`src/rtl/core/bls_pkg.sv`:
```
// ----------------------------------------------------------------------------
// bls_pkg: shared constants of the line stepper
// Mode codes, configuration register indexes, register widths and resets.
// ----------------------------------------------------------------------------
`default_nettype none

package bls_pkg;

	localparam int COLOR_BITS     = 8;
	localparam int STRIDE_BITS    = 11;
	localparam int CFG_INDEX_BITS = 2;
	localparam int CFG_DATA_BITS  = STRIDE_BITS;

	localparam logic MODE_LOAD = 1'b0;
	localparam logic MODE_TICK = 1'b1;

	localparam logic [CFG_INDEX_BITS-1:0] CFG_DRAW_COLOR = 2'd0;
	localparam logic [CFG_INDEX_BITS-1:0] CFG_ROW_STRIDE = 2'd1;

	localparam logic [COLOR_BITS-1:0]  COLOR_RESET  = 8'hff;
	localparam logic [STRIDE_BITS-1:0] STRIDE_RESET = 11'd320;

endpackage

`default_nettype wire

```
`src/rtl/core/bresenham_line_stepper.sv`:
```
// ----------------------------------------------------------------------------
// bresenham_line_stepper: Bresenham line engine for a byte framebuffer
// A load item (mode 0) gives two endpoints and sets up a line; each tick
// item (mode 1) emits one pixel write until the line is drawn.
//
// Channels: input items on in_valid/in_ready, pixel writes on
// out_valid/out_ready, register writes on cfg_valid/cfg_ready (index 0
// draw_color, index 1 row_stride; cfg_ready is always high).
// Path: a tick item goes through the input register, then the output
// register, which shows its pixel. A load item gives no pixel; a
// tick right behind it draws from the new line.
// Throughput: one item per cycle while no pixel waits on a low out_ready.
// The start row multiply lies between the input register and the line state
// registers; the error update and the address add feed the state registers.
// Reset: the engine is idle with no line; draw_color reads 255 and
// row_stride 320. Ticks while idle give no pixel.
// Stall: while out_ready is low with a pixel waiting, the input register
// holds and in_ready drops once it is full.
// ----------------------------------------------------------------------------
`default_nettype none

module bresenham_line_stepper #(
	parameter int COORD_BITS   = 10,
	parameter int ADDRESS_BITS = 20
) (
	input  wire logic                                clk,
	input  wire logic                                arst_n,
	input  wire logic                                in_valid,
	output logic                                     in_ready,
	input  wire logic                                mode,
	input  wire logic [COORD_BITS-1:0]               start_x,
	input  wire logic [COORD_BITS-1:0]               start_y,
	input  wire logic [COORD_BITS-1:0]               end_x,
	input  wire logic [COORD_BITS-1:0]               end_y,
	output logic                                     out_valid,
	input  wire logic                                out_ready,
	output logic      [ADDRESS_BITS-1:0]             pixel_address,
	output logic      [bls_pkg::COLOR_BITS-1:0]      pixel_value,
	output logic                                     last_pixel,
	input  wire logic                                cfg_valid,
	output logic                                     cfg_ready,
	input  wire logic [bls_pkg::CFG_INDEX_BITS-1:0]  cfg_index,
	input  wire logic [bls_pkg::CFG_DATA_BITS-1:0]   cfg_data
);

	localparam int C = COORD_BITS;
	localparam int A = ADDRESS_BITS;

	logic [bls_pkg::COLOR_BITS-1:0]  draw_color_q;
	logic [bls_pkg::STRIDE_BITS-1:0] row_stride_q;

	logic         valid_s1;
	logic         mode_s1;
	logic [C-1:0] start_x_s1, start_y_s1, end_x_s1, end_y_s1;
	logic         ready_s1;

	logic [A-1:0]          init_address;
	logic [C:0]            init_left;
	logic signed [C+2:0]   init_error;
	logic [C+1:0]          init_add;
	logic [C+1:0]          init_subtract;
	logic [A-1:0]          init_straight;
	logic [A-1:0]          init_diagonal;

	assign cfg_ready = 1'b1;

	always_ff @(posedge clk or negedge arst_n) begin
		if (!arst_n) begin
			draw_color_q <= bls_pkg::COLOR_RESET;
			row_stride_q <= bls_pkg::STRIDE_RESET;
		end else if (cfg_valid && cfg_ready) begin
			unique case (cfg_index)
				bls_pkg::CFG_DRAW_COLOR: draw_color_q <= cfg_data[bls_pkg::COLOR_BITS-1:0];
				bls_pkg::CFG_ROW_STRIDE: row_stride_q <= cfg_data;
				default: ;
			endcase
		end
	end

	assign in_ready = !valid_s1 || ready_s1;

	always_ff @(posedge clk or negedge arst_n) begin
		if (!arst_n) begin
			valid_s1 <= 1'b0;
		end else if (in_ready) begin
			valid_s1 <= in_valid;
		end
	end

	always_ff @(posedge clk) begin
		if (in_valid && in_ready) begin
			mode_s1    <= mode;
			start_x_s1 <= start_x;
			start_y_s1 <= start_y;
			end_x_s1   <= end_x;
			end_y_s1   <= end_y;
		end
	end

	bls_line_setup #(
		.COORD_BITS   (COORD_BITS),
		.ADDRESS_BITS (ADDRESS_BITS)
	) u_setup (
		.start_x       (start_x_s1),
		.start_y       (start_y_s1),
		.end_x         (end_x_s1),
		.end_y         (end_y_s1),
		.row_stride    (row_stride_q),
		.init_address  (init_address),
		.init_left     (init_left),
		.init_error    (init_error),
		.init_add      (init_add),
		.init_subtract (init_subtract),
		.init_straight (init_straight),
		.init_diagonal (init_diagonal)
	);

	bls_stepper #(
		.COORD_BITS   (COORD_BITS),
		.ADDRESS_BITS (ADDRESS_BITS)
	) u_stepper (
		.clk           (clk),
		.arst_n        (arst_n),
		.item_valid    (valid_s1),
		.item_ready    (ready_s1),
		.item_mode     (mode_s1),
		.init_address  (init_address),
		.init_left     (init_left),
		.init_error    (init_error),
		.init_add      (init_add),
		.init_subtract (init_subtract),
		.init_straight (init_straight),
		.init_diagonal (init_diagonal),
		.draw_color    (draw_color_q),
		.out_valid     (out_valid),
		.out_ready     (out_ready),
		.pixel_address (pixel_address),
		.pixel_value   (pixel_value),
		.last_pixel    (last_pixel)
	);

endmodule

`default_nettype wire

```
`src/rtl/core/bls_line_setup.sv`:
```
// ----------------------------------------------------------------------------
// bls_line_setup: line parameter calculation
// Orders the endpoints by row, derives deltas, direction, address steps,
// start address and initial error term for a load item.
// ----------------------------------------------------------------------------
`default_nettype none

module bls_line_setup #(
	parameter int COORD_BITS   = 10,
	parameter int ADDRESS_BITS = 20
) (
	input  wire logic [COORD_BITS-1:0]            start_x,
	input  wire logic [COORD_BITS-1:0]            start_y,
	input  wire logic [COORD_BITS-1:0]            end_x,
	input  wire logic [COORD_BITS-1:0]            end_y,
	input  wire logic [bls_pkg::STRIDE_BITS-1:0]  row_stride,
	output logic      [ADDRESS_BITS-1:0]          init_address,
	output logic      [COORD_BITS:0]              init_left,
	output logic signed [COORD_BITS+2:0]          init_error,
	output logic      [COORD_BITS+1:0]            init_add,
	output logic      [COORD_BITS+1:0]            init_subtract,
	output logic      [ADDRESS_BITS-1:0]          init_straight,
	output logic      [ADDRESS_BITS-1:0]          init_diagonal
);

	localparam int C = COORD_BITS;
	localparam int A = ADDRESS_BITS;
	localparam int E = COORD_BITS + 3;

	logic                swap;
	logic [C-1:0]        x0, y0, x1, y1;
	logic signed [C:0]   dx_s;
	logic [C:0]          dx_neg;
	logic                neg;
	logic [C-1:0]        adx, dy, major, minor;
	logic                y_major;
	logic [A-1:0]        dir, stride_a, row_base;
	logic signed [E-1:0] major_e;

	always_comb begin
		swap     = (start_y >= end_y);
		x0       = swap ? end_x : start_x;
		y0       = swap ? end_y : start_y;
		x1       = swap ? start_x : end_x;
		y1       = swap ? start_y : end_y;
		dx_s     = $signed({1'b0, x1}) - $signed({1'b0, x0});
		dx_neg   = -dx_s;
		neg      = dx_s[C];
		adx      = neg ? dx_neg[C-1:0] : dx_s[C-1:0];
		dy       = y1 - y0;
		y_major  = (adx < dy);
		major    = y_major ? dy : adx;
		minor    = y_major ? adx : dy;
		dir      = neg ? {A{1'b1}} : A'(1);
		stride_a = A'(row_stride);
		row_base = A'(y0) * stride_a;
		major_e  = $signed({3'b000, major});

		init_address  = row_base + A'(x0);
		init_left     = {1'b0, major};
		init_error    = -major_e;
		init_add      = {1'b0, minor, 1'b0};
		init_subtract = {1'b0, major, 1'b0};
		init_straight = y_major ? stride_a : dir;
		init_diagonal = stride_a + dir;
	end

endmodule

`default_nettype wire

```
`src/rtl/core/bls_stepper.sv`:
```
// ----------------------------------------------------------------------------
// bls_stepper: line state and pixel output register
// Holds the midpoint error state, takes load and tick items and drives the
// registered pixel write channel.
// ----------------------------------------------------------------------------
`default_nettype none

module bls_stepper #(
	parameter int COORD_BITS   = 10,
	parameter int ADDRESS_BITS = 20
) (
	input  wire logic                            clk,
	input  wire logic                            arst_n,
	input  wire logic                            item_valid,
	output logic                                 item_ready,
	input  wire logic                            item_mode,
	input  wire logic [ADDRESS_BITS-1:0]         init_address,
	input  wire logic [COORD_BITS:0]             init_left,
	input  wire logic signed [COORD_BITS+2:0]    init_error,
	input  wire logic [COORD_BITS+1:0]           init_add,
	input  wire logic [COORD_BITS+1:0]           init_subtract,
	input  wire logic [ADDRESS_BITS-1:0]         init_straight,
	input  wire logic [ADDRESS_BITS-1:0]         init_diagonal,
	input  wire logic [bls_pkg::COLOR_BITS-1:0]  draw_color,
	output logic                                 out_valid,
	input  wire logic                            out_ready,
	output logic      [ADDRESS_BITS-1:0]         pixel_address,
	output logic      [bls_pkg::COLOR_BITS-1:0]  pixel_value,
	output logic                                 last_pixel
);

	localparam int C = COORD_BITS;
	localparam int A = ADDRESS_BITS;
	localparam int E = COORD_BITS + 3;

	logic [A-1:0]        address_q;
	logic [C:0]          left_q;
	logic signed [E-1:0] error_q;
	logic [C+1:0]        add_q;
	logic [C+1:0]        subtract_q;
	logic [A-1:0]        straight_q;
	logic [A-1:0]        diagonal_q;
	logic                out_valid_q;

	logic                take;
	logic                is_load;
	logic                draws;
	logic signed [E-1:0] error_sum;
	logic                diag;

	always_comb begin
		item_ready = !out_valid_q || out_ready;
		take       = item_valid && item_ready;
		is_load    = (item_mode == bls_pkg::MODE_LOAD);
		draws      = !is_load && (left_q != '0);
		error_sum  = error_q + $signed({1'b0, add_q});
		diag       = (add_q != '0) && !error_sum[E-1];
	end

	always_ff @(posedge clk or negedge arst_n) begin
		if (!arst_n) begin
			address_q   <= '0;
			left_q      <= '0;
			error_q     <= '0;
			add_q       <= '0;
			subtract_q  <= '0;
			straight_q  <= '0;
			diagonal_q  <= '0;
			out_valid_q <= 1'b0;
		end else begin
			if (item_ready) begin
				out_valid_q <= take && draws;
			end
			if (take && is_load) begin
				address_q  <= init_address;
				left_q     <= init_left;
				error_q    <= init_error;
				add_q      <= init_add;
				subtract_q <= init_subtract;
				straight_q <= init_straight;
				diagonal_q <= init_diagonal;
			end else if (take && draws) begin
				address_q <= address_q + (diag ? diagonal_q : straight_q);
				error_q   <= diag ? (error_sum - $signed({1'b0, subtract_q})) : error_sum;
				left_q    <= left_q - (C+1)'(1);
			end
		end
	end

	always_ff @(posedge clk) begin
		if (take && draws) begin
			pixel_address <= address_q;
			pixel_value   <= draw_color;
			last_pixel    <= (left_q == (C+1)'(1));
		end
	end

	assign out_valid = out_valid_q;

endmodule

`default_nettype wire
```
`config.mk`:
```
export PLATFORM = sky130hd
export DESIGN_NAME = bresenham_line_stepper
export DESIGN_NICKNAME = d
export VERILOG_FILES = /design/src/rtl/core/bls_pkg.sv /design/src/rtl/core/bresenham_line_stepper.sv /design/src/rtl/core/bls_line_setup.sv /design/src/rtl/core/bls_stepper.sv
export SDC_FILE = /design/constraint.sdc
export NUM_CORES = 1
export LEC_CHECK = 0
export BUFFER_PORTS_ARGS = -buffer_cell sky130_fd_sc_hd__buf_2
export CAP_MARGIN = 20
export CORE_MARGIN = 2
export CORE_UTILIZATION = 55
export DETAILED_ROUTE_END_ITERATION = 6
export MAX_ROUTING_LAYER = met4
export PLACE_DENSITY_LB_ADDON = 0.2
export SYNTH_ARGS = -nofsm -noshare
export SYNTH_HDL_FRONTEND = slang
export SYNTH_HIERARCHICAL = 1
export SYNTH_SLANG_ARGS = --single-unit
```
`constraint.sdc`:
```
create_clock -name clk -period 15.1 [get_ports clk]
set_clock_uncertainty 0.15 [all_clocks]
set_input_delay 1.51 -clock clk [delete_from_list [all_inputs] [get_ports clk]]
set_output_delay 1.51 -clock clk [all_outputs]
set_load 0.02 [all_outputs]
```
=== Word-level counts from Yosys, hierarchy flattened ===
Cells that the tools add are included.

* Add/subtract/negate cells: 10
* Multipliers: 1
* $lt $le $gt $ge: 2
* Eq/ne operators: 2
* Mux-type cells: 17
* Bitwise gates (word level): 1
* Reductions and logical operators: 17

{| class="wikitable"
|+ Operators by type and width
! operator !! count
|-
| $mux W20 || 5
|-
| $mux W10 || 7
|-
| $mux W13 || 3
|-
| $mux W11 || 2
|-
| $add A11 B20 Y20 || 1
|-
| $add A20 B10 Y20 || 1
|-
| $add A20 B20 Y20 || 1
|-
| $mul A10 B11 Y20 || 1
|-
| $add A13 B12 Y13 || 1
|-
| $neg A10 Y13 || 1
|-
| $sub A13 B12 Y13 || 1
|-
| $reduce_bool A12 Y1 || 1
|-
| $eq A11 B1 Y1 const B || 1
|-
| $reduce_bool A11 Y1 || 1
|-
| $sub A10 B10 Y11 || 1
|-
| $sub A11 B1 Y11 const B || 1
|-
| $ge A10 B10 Y1 || 1
|-
| $lt A10 B10 Y1 || 1
|-
| $neg A10 Y10 || 1
|-
| $sub A10 B10 Y10 || 1
|-
| $logic_and A1 B1 Y1 || 6
|-
| $reduce_and A2 Y1 || 2
|-
| $logic_not A1 Y1 || 3
|-
| $eq A2 B1 Y1 const B || 1
|-
| 4 further kinds || 5
|}

* Register bits: 195
* Input port bits: 59
* Output and inout bits: 32
* Word-level logic and storage cells: 69

=== Logic depth before layout (Yosys ltp) ===
Gate-level depths: netlist (run 1).

* Word-level depth: 9
* Depth in mapped cells: 39
* Gate-level depth less buffers: 34

=== Modules after synthesis ===
The synthesis (run 1) kept the hierarchy.

{| class="wikitable"
|+ Modules (own cells, without submodules)
! module !! instances !! cells an instance !! area an instance (sq um)
|-
| bls_stepper || 1 || 829 || 7632.3
|-
| bls_line_setup || 1 || 1015 || 7485.9
|-
| bresenham_line_stepper || 1 || 88 || 2021.9
|}

=== Worst setup path after synthesis (run 1) ===
Ideal clock, no wire load.

* Kind: flip-flop to flip-flop
* Start point: register start_y_s1[4]
* End point: register u_stepper.address_q[18]
* Arrival: 7.958 ns
* Setup slack: 6.909 ns
* Cell stages (with the launch flop): 38
* Period minus slack after synthesis: 8.191 ns
* Cells stage by stage: edfxtp_1 > ha_1 > o21ai_0 > o21ai_1 > a221o_1 > a31oi_1 > buf_2 > buf_2 > clkbuf_1 > buf_1 > nand2_1 > o21ai_0 > clkbuf_1 > nand2_1 > fa_1 > inv_1 > ha_1 > fa_1 > [2 not listed] > fa_1 > inv_1 > ha_1 > o21ai_0 > a21boi_0 > o21ai_0 > a21boi_0 > o21ai_0 > a21boi_0 > o21ai_0 > a21o_1 > a21oi_1 > or2_2 > o311ai_0 > nand2_1 > nand2_1 > nand2_1 > o21ai_0

* Cells in the longest elaborated chain, start to end: 5
* Elaborated cells between the ends (all ways): 6
* Those cells by class: add/sub: 1; mul: 1; order compare: 1; mux: 3

{| class="wikitable"
|+ RTL lines
! what !! line !! RTL
|-
| from (decl) || bresenham_line_stepper.sv:54 || <nowiki>logic [C-1:0] start_x_s1, start_y_s1, end_x_s1, end_y_s1;</nowiki>
|-
| from (signal assigned) || bresenham_line_stepper.sv:94 || <nowiki>start_y_s1 <= start_y;</nowiki>
|-
| $ge A10 B10 Y1 || bls_line_setup.sv:41 || <nowiki>swap = (start_y >= end_y);</nowiki>
|-
| $mux W10 || bls_line_setup.sv:43 || <nowiki>y0 = swap ? end_y : start_y;</nowiki>
|-
| $mul A10 B11 Y20 || bls_line_setup.sv:56 || <nowiki>row_base = A'(y0) * stride_a;</nowiki>
|-
| $add A20 B10 Y20 * || bls_line_setup.sv:59 || <nowiki>init_address = row_base + A'(x0);</nowiki>
|-
| named net init_address[18] || bresenham_line_stepper.sv:57 || <nowiki>logic [A-1:0] init_address;</nowiki>
|-
| $mux W20 * || bls_stepper.sv:74 || <nowiki>if (take && is_load) begin</nowiki>
|-
| to (signal assigned) || bls_stepper.sv:75 || <nowiki>address_q <= init_address;</nowiki>
|-
| to (signal assigned) || bls_stepper.sv:83 || <nowiki>address_q <= address_q + (diag ? diagonal_q : straight_q);</nowiki>
|-
| to (decl) || bls_stepper.sv:36 || <nowiki>logic [A-1:0] address_q;</nowiki>
|}

Mark *: on every way through the listed nets, which the timed path passes. The rest lies on a longest branch.
A chain may end at the register's enable or synchronous reset.

=== Final worst setup path (run 1) ===
Ends and elaborated chain as after synthesis.

==> metrics.cfg, run 1 <==
[grt]
first_global_vias=13200
overflow=0
grtUsageTotal_pct=27.4
grt_antenna_before_repair=0
grt_pass1_wl_mm=69.5
grt_max_degree=100

[cts]
cts_sinks=199
h-tree-depth=4
postCtsSetupBuffers=0
cts_buffers=17
clk_pin_slew_ns=0.09
cts_tree=done
cts_hold_buf=0
clock_path_buffers=2
cts_resized=0
clk_latency_ns=0.46
root_buffer=clkbuf_16

[synth]
synth.distinct_cells=92
synth_cells=1932
ys_ff_latch=199
synth_edf_count=70
ys_seq_area_share_pct=31.2
avgSynthCellArea_um2=8.87
synth-main-ff-cell=dfrtp_1
netlist_area_mm2=0.0171
synth-async-reset-ratio_pct=64.8
ys_warn_count=6

[status]
status=finished clean

[timing]
setup_viol_count_final=0
slew_headroom_pct=28.1
hold_slack_ns=0.323
report.final.slew_viol_count=0
hold_violations=0
fin_setup_tns_ns=0
rsz0062_at_grt=false
timing.fmax_mhz=115
fin_crit_sh_pct=57.8
tightestPinTransition_ns=1.08
period_minus_slack_ns=8.73

[die]
io_pins=91
die_area_mm2=0.0326
die_y_um=181
start_util_pct=55.9
core.rowCount=64
core_area_mm2=0.0307
die_x_um=181

[critical_path]
r2r_cells=35
crit_fanout=32
reg2reg_from=start_y_s1[4]
r2r_slack_ns=6.37
required_ns=15.33
cp-start-kind=register
critPathLaunch=start_y_s1[4]
cp_slowest_cell=a31oi_4
crit_top_cell=o21ai_0
worstPathArrival_ns=8.96
slowest_delay_ns=0.68
critPathKind=reg -> reg
timing.rr.end=u_stepper/address_q[18]
crit_path_end_kind=register

[detailed_routing]
dr_wl_met2_mm=19.3
dr.pass1.iters=6
wl_met3_mm=2.56
vias=13600
drc=0
routed_wl_mm=42.7
highest_layer=met4
wire_per_inst_um=18.0
drtIter0Drc=1229
vias_per_cell=5.72
wl_met1_mm=19.9
postRouteAntennaNets=0

[finish]
fin_cells=2372
nNetsFinal=2241
area_growth_pct=7.07
fin_util_pct=59.8
diodes=0
final_common_cell=nand2_1
mostFrequentLayoutCells=nand2_1 (353), inv_1 (201), ha_1 (136)
drive_gt1_share_pct=11.5

[min_path]
hold_end=u_stepper/diagonal_q[5]
hp-start=u_stepper/diagonal_q[5]
hold_path_class=reg -> reg
holdPathStages=2

[flow_run]
max-cap-violations=0

[place]
globalplace.congestion=0.927
dp.cells=2339
portBuffers=89
hpwl_mm=32.0

## metrics by stage
step,setup slack (ns),instance area [um2]
CTS,6.21,18300
global route,5.57,18400
global placement,6.54,17700
detailed placement,6.26,17700
finish,6.37,18400
floorplan,6.91,17200
## synthesized netlist by cell type (all sizes together), types with 17 or more instances
cell type  count  area (um2)
nand2        354        1330
inv          204         766
ha           136        1700
dfrtp        119        2980
nor2         115         432
a21oi        107         539
o21ai         96         492
fa            83        1660
xnor2         72         657
edfxtp        70        2100
clkbuf        54         203
mux2          47         529
buf           43         297
and2          39         244
a21o          31         233
nand2b        26         163
xor2          24         210
nand3         20         100
mux2i         19         198
nor2b         19         119
o21bai        17         128
o22ai         17         106
## state kept, by name, summed over array words and instances (netlist names), 12 cells and up
signal	count
u_stepper/diagonal_q	20
u_stepper/subtract_q	12
u_stepper/pixel_address	20
u_stepper/error_q	13
u_stepper/add_q	12
u_stepper/straight_q	20
u_stepper/address_q	20
## critical path: cells and delay by family (launching register included)
| kind | cells | cell delay, ns |
|---|---|---|
| flip-flops | 1 | 0.48 |
| buffers and inverters | 5 | 0.82 |
| AND/OR/NAND/NOR | 7 | 0.89 |
| AO/OA/AOI/OAI | 16 | 3.57 |
| adder cells (fa/ha/maj) | 7 | 2.73 |
## routing by layer
layer / track usage (%) / vias up
met3: 4.02 / 58
met1: 38.7 / 6509
met4: 8.71 / 0
li1: - / 6566
met5: - / -
met2: 40.9 / 438
## final cells by class
cell class | instances | area, um2
clock inverters | 15 | 183
inverters | 204 | 766
well taps | 396 | 495
multi-input cells | 1436 | 10600
repair buffers | 105 | 569
clock buffers | 17 | 425
flip-flops and latches | 199 | 5340
fillers | 2648 | 12300
## kinds of logic after synthesis
family	Yosys count	share of synthesized area [%]
adder cells (fa/ha/maj)	227	20.1
AND/OR/NAND/NOR	651	17.1
buffers and inverters	301	7.38
flip-flops	199	31.2
AO/OA/AOI/OAI	389	14.8
other	2	0.0438
multiplexers	66	4.24
XOR/XNOR	97	5.19
## worst max-delay path by stage
stage	slack (ns)	to	depth (start not counted)
after floorplan	6.91	u_stepper/address_q[18]	37
after global placement	6.54	u_stepper/address_q[18]	32
after detailed placement	6.26	u_stepper/address_q[18]	33
after CTS	6.21	u_stepper/address_q[18]	33
after global routing	5.57	u_stepper/address_q[18]	35
final	6.37	u_stepper/address_q[18]	35
Power of run 1 is left out: the tool's default activity adds up to more than one toggle a clock period on the data nets, which glitch-free logic cannot reach.
==> inputs of run 2 (changes only) <==
clock period = 8.1 ns   (was 15.1 ns; I/O delays follow)
==> run 2 against run 1 <==
Compared with the run above: design area rose by 1.4%; global-route usage decreased by 0.25 points; the flow now finishes with violations (design-rule violations); critical path type unchanged; sequential share of layout area shrank 0.40 points; critical endpoint is now u_stepper/address_q[16]; die area unchanged; via count increased by 0.21%.
==> metrics.cfg, run 2 (synthesis gave the netlist of run 1 again) <==
[grt]
overflow=0  ; unchanged
grtUsageTotal_pct=27.2  ; was 27.4%
grt_pass1_wl_mm=69.0  ; was 69.5 mm
grt_max_degree=100  ; unchanged
grt_antenna_before_repair=1  ; was 0
first_global_vias=13300  ; was 13200

[status]
failed_checks=design-rule violations
status=finished with violations  ; was finished clean

[critical_path]
slowest_delay_ns=0.54  ; was 0.68 ns
worstPathArrival_ns=7.85  ; was 8.96 ns
cp_slowest_cell=fa_1  ; was a31oi_4
critPathKind=reg -> reg  ; unchanged
crit_fanout=15  ; was 32
cp-start-kind=register  ; unchanged
crit_top_cell=nand2_1  ; was o21ai_0
crit_path_end_kind=register  ; unchanged
required_ns=8.33  ; was 15.33 ns

[timing]
tightestPinTransition_ns=1.06  ; was 1.08 ns
timing.fmax_mhz=131  ; was 115 MHz
report.final.slew_viol_count=0  ; unchanged
fin_crit_sh_pct=94.1  ; was 57.8%
hold_violations=0  ; unchanged
layout_setup_ws_ns=0.476  ; was 6.37 ns
period_minus_slack_ns=7.62  ; was 8.73 ns
setup_viol_count_final=0  ; unchanged
slew_headroom_pct=29.4  ; was 28.1%

[detailed_routing]
routed_wl_mm=41.9  ; was 42.7 mm
wire_per_inst_um=17.5  ; was 18.0 um
postRouteAntennaNets=0  ; unchanged
vias_per_cell=5.67  ; was 5.72
vias=13600  ; about the same
drtIter0Drc=977  ; was 1229
dr.pass1.iters=7  ; was 6
drc=15  ; was 0

[die]
io_pins=91  ; unchanged
core.rowCount=64  ; unchanged
core_area_mm2=0.0307  ; unchanged
die_area_mm2=0.0326  ; unchanged
die_y_um=181  ; unchanged
start_util_pct=55.9  ; unchanged
die_x_um=181  ; unchanged

[finish]
fin_util_pct=60.7  ; was 59.8%
drive_gt1_share_pct=13.2  ; was 11.5%
register_area_mm2=0.00534  ; unchanged
fin_area_mm2=0.0186  ; was 0.0184 mm2
final_common_cell=nand2_1  ; unchanged
nNetsFinal=2265  ; was 2241
fillCellCount=2668  ; was 2648
area_growth_pct=8.56  ; was 7.07%
multi_input_area_mm2=0.0106  ; about the same
mostFrequentLayoutCells=nand2_1 (353), inv_1 (201), ha_1 (135)  ; was nand2_1 (353), inv_1 (201), ha_1 (136)

[place]
hpwl_mm=31.7  ; was 32.0 mm
globalplace.congestion=0.915  ; was 0.927
portBuffers=89  ; unchanged
dp_slack_ns=0.223  ; was 6.26 ns
postPlaceCellArea_mm2=0.0179  ; was 0.0177 mm2

[cts]
root_buffer=clkbuf_16  ; unchanged
cts_sinks=199  ; unchanged
h-tree-depth=4  ; unchanged
clock_path_buffers=2  ; unchanged
clk_pin_slew_ns=0.09  ; about the same
cts_buffers=17  ; unchanged
cts_tree=done  ; unchanged
clk_latency_ns=0.46  ; about the same

[flow_run]
max-cap-violations=0  ; unchanged

[min_path]
hold_path_class=in -> async  ; was reg -> reg

run 2: changes by cell type in the layout (fill, tap and decap cells not counted), moves of 2 or more:
| cell | delta |
|---|---|
| clkinv_4 | -2 |
| o21ai_1 | +3 |
| inv_6 | +3 |
| o21ai_2 | +3 |
| o21ai_0 | -6 |
| buf_4 | +24 |
run 2: worst max-delay path: cells and delay by family, from the launching register on:
family	cells	cell delay, ns
AOI/OAI and AO/OA	17	3.10
adders and majority gates	7	2.97
buffers and inverters	5	0.53
DFF	1	0.43
and+or+nand+nor	5	0.37
run 2: area by class of cell:
cell class | instances | area share [%]
Multi-Input combinational cell | 1436 | 57.1
Sequential cell | 199 | 28.7
Inverter | 204 | 4.12
Timing Repair Buffer | 129 | 4.06
Tap cell | 396 | 2.66
Clock buffer | 18 | 2.36
Clock inverter | 14 | 0.948
Antenna cell | 1 | 0.0134
run 2: stage by stage:
step                setup TNS [ns]  std cells  hold WS [ns]
finish                           0       2397         0.191
global route              -0.00552       2397         0.249
CTS                              0       2393         0.218
detailed placement               0       2361         0.308
global placement                 0       2361         0.302
floorplan                        0       1936         0.290
run 2: path summary, 6_finish.rpt:
kind / from / to / slack [ns] / depth (start not counted)
hold reg to reg: u_stepper/straight_q[3] / u_stepper/straight_q[3] / 0.33 / 2
min in group clk: u_stepper/straight_q[3] / u_stepper/straight_q[3] / 0.33 / 2
setup reg to reg: start_y_s1[3] / u_stepper/address_q[16] / 0.48 / 34
hold / removal: arst_n / u_stepper/subtract_q[6] / 0.19 / 1
max in group asynchronous: arst_n / row_stride_q[9] / 6.37 / 2
setup / recovery: start_y_s1[3] / u_stepper/address_q[16] / 0.48 / 34
run 2: what timing repair did:
action                     in CTS  in global routing
setup endpoints to repair       0                 17
setup buffers                   0                  3
hold buffers                    0                  0
resized for setup               0                 22
run 2: layer usage:
layer  vias up  global-route usage (%)  wire, um
met3        57                    4.28      2140
met4         0                    8.58      1070
li1       6613                       -         -
met5         -                       -         0
met1      6533                    37.7     19900
met2       397                    41.2     18800
Power of run 2 is left out for the same reason.
